## config.mk

```make
export PLATFORM = sky130hd
export DESIGN_NAME = sst_ctrl
export DESIGN_NICKNAME = d
export VERILOG_FILES = /design/src/sst_pkg.sv /design/src/sst_ctrl.sv
export SDC_FILE = /design/constraint.sdc
export NUM_CORES = 1
export LEC_CHECK = 0
export BUFFER_PORTS_ARGS = -buffer_cell sky130_fd_sc_hd__clkbuf_2
export CAP_MARGIN = 20
export CORE_AREA = 5 5 42 44
export DETAILED_ROUTE_END_ITERATION = 12
export DIE_AREA = 0 0 47 49
export MAX_ROUTING_LAYER = met4
export RECOVER_POWER = 50
export SYNTH_ARGS = -nofsm -noshare
export SYNTH_HDL_FRONTEND = slang
export SYNTH_SLANG_ARGS = --single-unit
```

## constraint.sdc

```tcl
create_clock -name clk_i -period 2 [get_ports clk_i]
set_input_delay 0.3 -clock clk_i [delete_from_list [all_inputs] [get_ports clk_i]]
set_output_delay 0.3 -clock clk_i [all_outputs]
set_load 0.02 [all_outputs]
```

## src/sst_pkg.sv

```systemverilog
// shared constants, types and helper functions of the span tracker
// depends on nothing; every other file of the block but sst_ram imports it
package sst_pkg;

  localparam int unsigned MAX_ENTRIES = 256;
  localparam int unsigned VALUE_WIDTH = 32;

  localparam int unsigned DATA_W    = 32;
  localparam int unsigned CAP_W     = 9;
  localparam int unsigned CNT_OUT_W = 9;
  localparam int unsigned ADDR_W    = $clog2(MAX_ENTRIES);
  localparam int unsigned CNT_W     = $clog2(MAX_ENTRIES + 1);
  localparam int unsigned LIM_W     = (CNT_W > CAP_W) ? CNT_W : CAP_W;
  localparam int unsigned EXT_SH    = DATA_W - VALUE_WIDTH;

  localparam logic [CAP_W-1:0] CAP_RESET = CAP_W'(256);

  typedef enum logic [4:0] {
    ST_IDLE   = 5'b00001,
    ST_SCAN   = 5'b00010,
    ST_WAIT   = 5'b00100,
    ST_INSERT = 5'b01000,
    ST_FINISH = 5'b10000
  } sst_state_e;

  // controller to datapath
  typedef struct packed {
    logic accept;
    logic scan_step;
    logic insert;
    logic load_out;
  } sst_cmd_t;

  // datapath to controller
  typedef struct packed {
    logic full;
    logic cnt_zero;
    logic scan_last;
    logic busy;
    logic out_free;
  } sst_stat_t;

  // keep the low VALUE_WIDTH bits and sign-extend them to the full word
  function automatic logic signed [DATA_W-1:0] widen(input logic [DATA_W-1:0] raw);
    logic signed [DATA_W-1:0] t;
    t = $signed(raw << EXT_SH);
    return t >>> EXT_SH;
  endfunction

endpackage

```

## src/sst_ctrl.sv

```systemverilog
// sequencer of the span tracker: accept, scan, insert, hand off result
// depends on sst_pkg
module sst_ctrl import sst_pkg::*; (
  input  logic      clk_i,
  input  logic      rst_ni,
  input  logic      in_valid_i,
  output logic      in_ready_o,
  input  sst_stat_t stat_i,
  output sst_cmd_t  cmd_o
);

  sst_state_e state_q, state_d;

  always_comb begin
    state_d    = state_q;
    cmd_o      = '0;
    in_ready_o = 1'b0;
    unique case (state_q)
      ST_IDLE: begin
        in_ready_o = 1'b1;
        if (in_valid_i) begin
          cmd_o.accept = 1'b1;
          if (stat_i.full) begin
            state_d = ST_FINISH;
          end else if (stat_i.cnt_zero) begin
            state_d = ST_INSERT;
          end else begin
            state_d = ST_SCAN;
          end
        end
      end
      ST_SCAN: begin
        cmd_o.scan_step = 1'b1;
        if (stat_i.scan_last) begin
          state_d = ST_WAIT;
        end
      end
      ST_WAIT: begin
        if (!stat_i.busy) begin
          state_d = ST_INSERT;
        end
      end
      ST_INSERT: begin
        cmd_o.insert = 1'b1;
        state_d      = ST_FINISH;
      end
      ST_FINISH: begin
        if (stat_i.out_free) begin
          cmd_o.load_out = 1'b1;
          state_d        = ST_IDLE;
        end
      end
      default: begin
        state_d = ST_IDLE;
      end
    endcase
  end

  always_ff @(posedge clk_i or negedge rst_ni) begin
    if (!rst_ni) begin
      state_q <= ST_IDLE;
    end else begin
      state_q <= state_d;
    end
  end

endmodule

```

==> metrics.md <==
| Metric | Value |
|---|---|
| Status | `finished clean` |
| Clock-pin slew on the worst setup and hold paths | `40 ps` |
| Sequential cell area | `126 um^2` |
| Post-CTS setup buffer count | `0` |
| Routed vias/inst | `5.07` |
| Post-Synthesis Cells | `47` |
| Top Ports | `13` |
| Wire length per cell | `11.9 um` |
| Max FFs per register | `5` |
| Maxcap violations | `0` |
| Min Tclk post-route | `1810 ps` |
| Worst r2r path cells | `4` |
| Power density cells | `1300 nW/um^2` |
| Worst R2R Setup Slack | `420 ps` |
| Biggest register | `state_q` |
| Yosys synthesis warning count | `0` |
| Ys async rst share | `1.00` |
| Fillers | `163` |
| Biggest registers after layout | `state_q (5)` |
| ANT cells | `0` |
| Yosys cell types | `34` |
| Worst slew pin tran | `379 ps` |
| WP data arrival | `1510 ps` |
| Crit-path max FO | `10` |
| Number of flops mapped to enable cells by yosys | `0` |
| Layout cells sized above 1 | `0.350` |
| Post-CTS sizing | `0` |
| Fin. Hold Viols | `0` |
| Synth Cell Area | `420 um^2` |
| Slew margin rel. | `0.747` |
| Via count | `385` |
| Final Non-Filler Cells | `76` |
| Worst hold stages | `2` |
| F_max | `0.551 GHz` |
| Post-route ant nets | `0` |
| RR Endpoint | `state_q[1]` |
| Worst r2r src | `state_q[0]` |
| Setup Viol. Count Final | `0` |
| CTS root buf | `clkbuf_4` |
| Mean Syn Cell Area | `8.94 um^2` |
| Worst skew pair latency | `240 ps` |
| Power share of the clock group | `0.176` |
| Seq/Total Area, Yosys | `0.301` |
| Die Area | `2300 um^2` |
| Worst hold start | `stat_i[3]` |
| Tot GR Track Use | `0.104` |
| Gr ovfl total | `0` |
| Synth Flop Type | `dfrtp_1` |
| Area delta synth->final | `19.0%` |
| CTS sink count | `5` |
| Psw | `294 uW` |
| Final WL | `908 um` |
| Starting DRT DRC Count | `9` |
| Starting Density | `0.300` |
| DRT Pass-1 Iters | `4` |
| Switch share | `0.451` |
| H-Tree Depth | `1` |
| Critical Path Start Type | `flop` |
| CTS tree | `yes` |
| Hold crit path type | `in2reg` |
| IO Port Bufs | `12` |
| Synth Register Bits | `5` |
| Core area | `1400 um^2` |
| DRC Markers | `0` |
| Syn Nets | `55` |
| Die Y | `49 um` |
| Nets | `69` |
| Clock Skews | `4.18 ps` |
| Int Pwr | `357 uW` |
| Routability congestion estimate | `0.775` |
| P_leak | `0.000232 uW` |
| Vias in the first global route | `362` |
| Peak VDD IR | `598 uV` |
| Setup CP Type | `reg2out` |
| Unrepaired setup endpoints after global routing | `false` |
| Crit. End Element | `primary output` |
| Largest net degree at the start of global routing | `13` |
| Fin. max-slew vios | `0` |
| Critical Path RT | `1700 ps` |
| Initial antenna violation count | `0` |
| Fin util | `0.357` |
| Multi-input gate area | `251 um^2` |
| Die Wd | `47 um` |
| Rows | `14` |
| Hold Crit Endpoint | `state_q[1]` |
| Final Cycle Share | `0.907` |
| Gate power share | `0.498` |
| CTS max path bufs | `2` |
| Total CTS buffers | `3` |
| HPWL after DPL | `741 um` |
| Dpl cells | `71` |
| Sequential Power Share | `0.326` |
| First-pass GRT wire length | `1.62 mm` |
| Pre-CTS WS | `447 ps` |
| Final TNS setup | `0 ps` |
| Final WS setup | `185 ps` |
## cells in the final DEF (no fill, tap or decap), types with 2 or more instances in the layout
master / n
clkbuf_4: 3
nand3_1: 2
clkbuf_2: 11
dfrtp_1: 4
nor2_1: 4
nand4_1: 2
and3b_1: 2
clkbuf_1: 2
nand2_1: 3
o21ai_0: 2
## synth_stat cells, types with 2 or more instances
master | number | area, um^2
nand4_1 | 2 | 12.5
buf_6 | 2 | 22.5
nand3_1 | 2 | 10.0
nand2_1 | 3 | 11.3
nor2_1 | 4 | 15.0
o21ai_0 | 2 | 10.0
and3b_1 | 2 | 17.5
dfrtp_1 | 4 | 100
## cells by family (layout without fill, tap and decap cells)
group	after synthesis	after routing	share of synthesized area
AND/OR/NAND/NOR	25	25	0.381
AO/OA/AOI/OAI	9	9	0.173
buffers and inverters	6	19	0.101
flip-flops	5	5	0.301
XOR/XNOR	1	1	0.0208
multiplexers	1	1	0.0238
## power groups by stage
stage | Combinational [uW] | Sequential [uW] | Clock, uW
final | 324 | 212 | 115
after global routing | 358 | 223 | 134
after CTS | 329 | 216 | 121
after detailed placement | 325 | 216 | 0
after global placement | 322 | 218 | 0
after floorplan | 324 | 156 | 0
## critical path: stages, from the launching register on
cell and delay, ps:
dfrtp_1 470, nor3_2 270, and3_1 240, and2_1 130
clkbuf_2 160
## stage by stage
stage | hold slack, ps | area [um^2] | power [uW]
2_1_floorplan | 4.41 | 420 | 480
3_3_place_gp | 118 | 465 | 541
3_5_place_dp | 118 | 465 | 541
4_1_cts | 257 | 502 | 666
5_1_grt | 254 | 500 | 715
6_report | 264 | 500 | 651
## worst max path at each step
stage | startpoint | end | slack [ps] | depth (start not counted)
after detailed placement | state_q[3] | cmd_o[3] | 450 | 4
after floorplan | state_q[4] | cmd_o[3] | 380 | 4
final | state_q[4] | cmd_o[3] | 190 | 4
after global routing | state_q[4] | cmd_o[3] | 60 | 4
after CTS | state_q[4] | cmd_o[3] | 170 | 4
after global placement | state_q[4] | cmd_o[3] | 450 | 4
## cell type report
| class | count | share of cell area |
|---|---|---|
| repair buffers | 13 | 0.138 |
| clock buffers | 4 | 0.0525 |
| well taps | 16 | 0.0400 |
| inverters | 2 | 0.0150 |
| flip-flops and latches | 5 | 0.252 |
| multi-input cells | 36 | 0.502 |
## what timing repair did
action / in CTS / in global routing
endpoints found under the hold margin: 4 / 0
hold buffers: 1 / 0
setup endpoints to repair: 0 / 0
## per-layer routing
layer | wire length [um] | up-vias | track usage
met5 | 0 | - | -
met1 | 415 | 167 | 0.131
met2 | 430 | 15 | 0.129
met3 | 53 | 2 | 0.0443
met4 | 8 | 0 | 0.0691
li1 | - | 201 | -
Power figures use the tool's default switching activity.
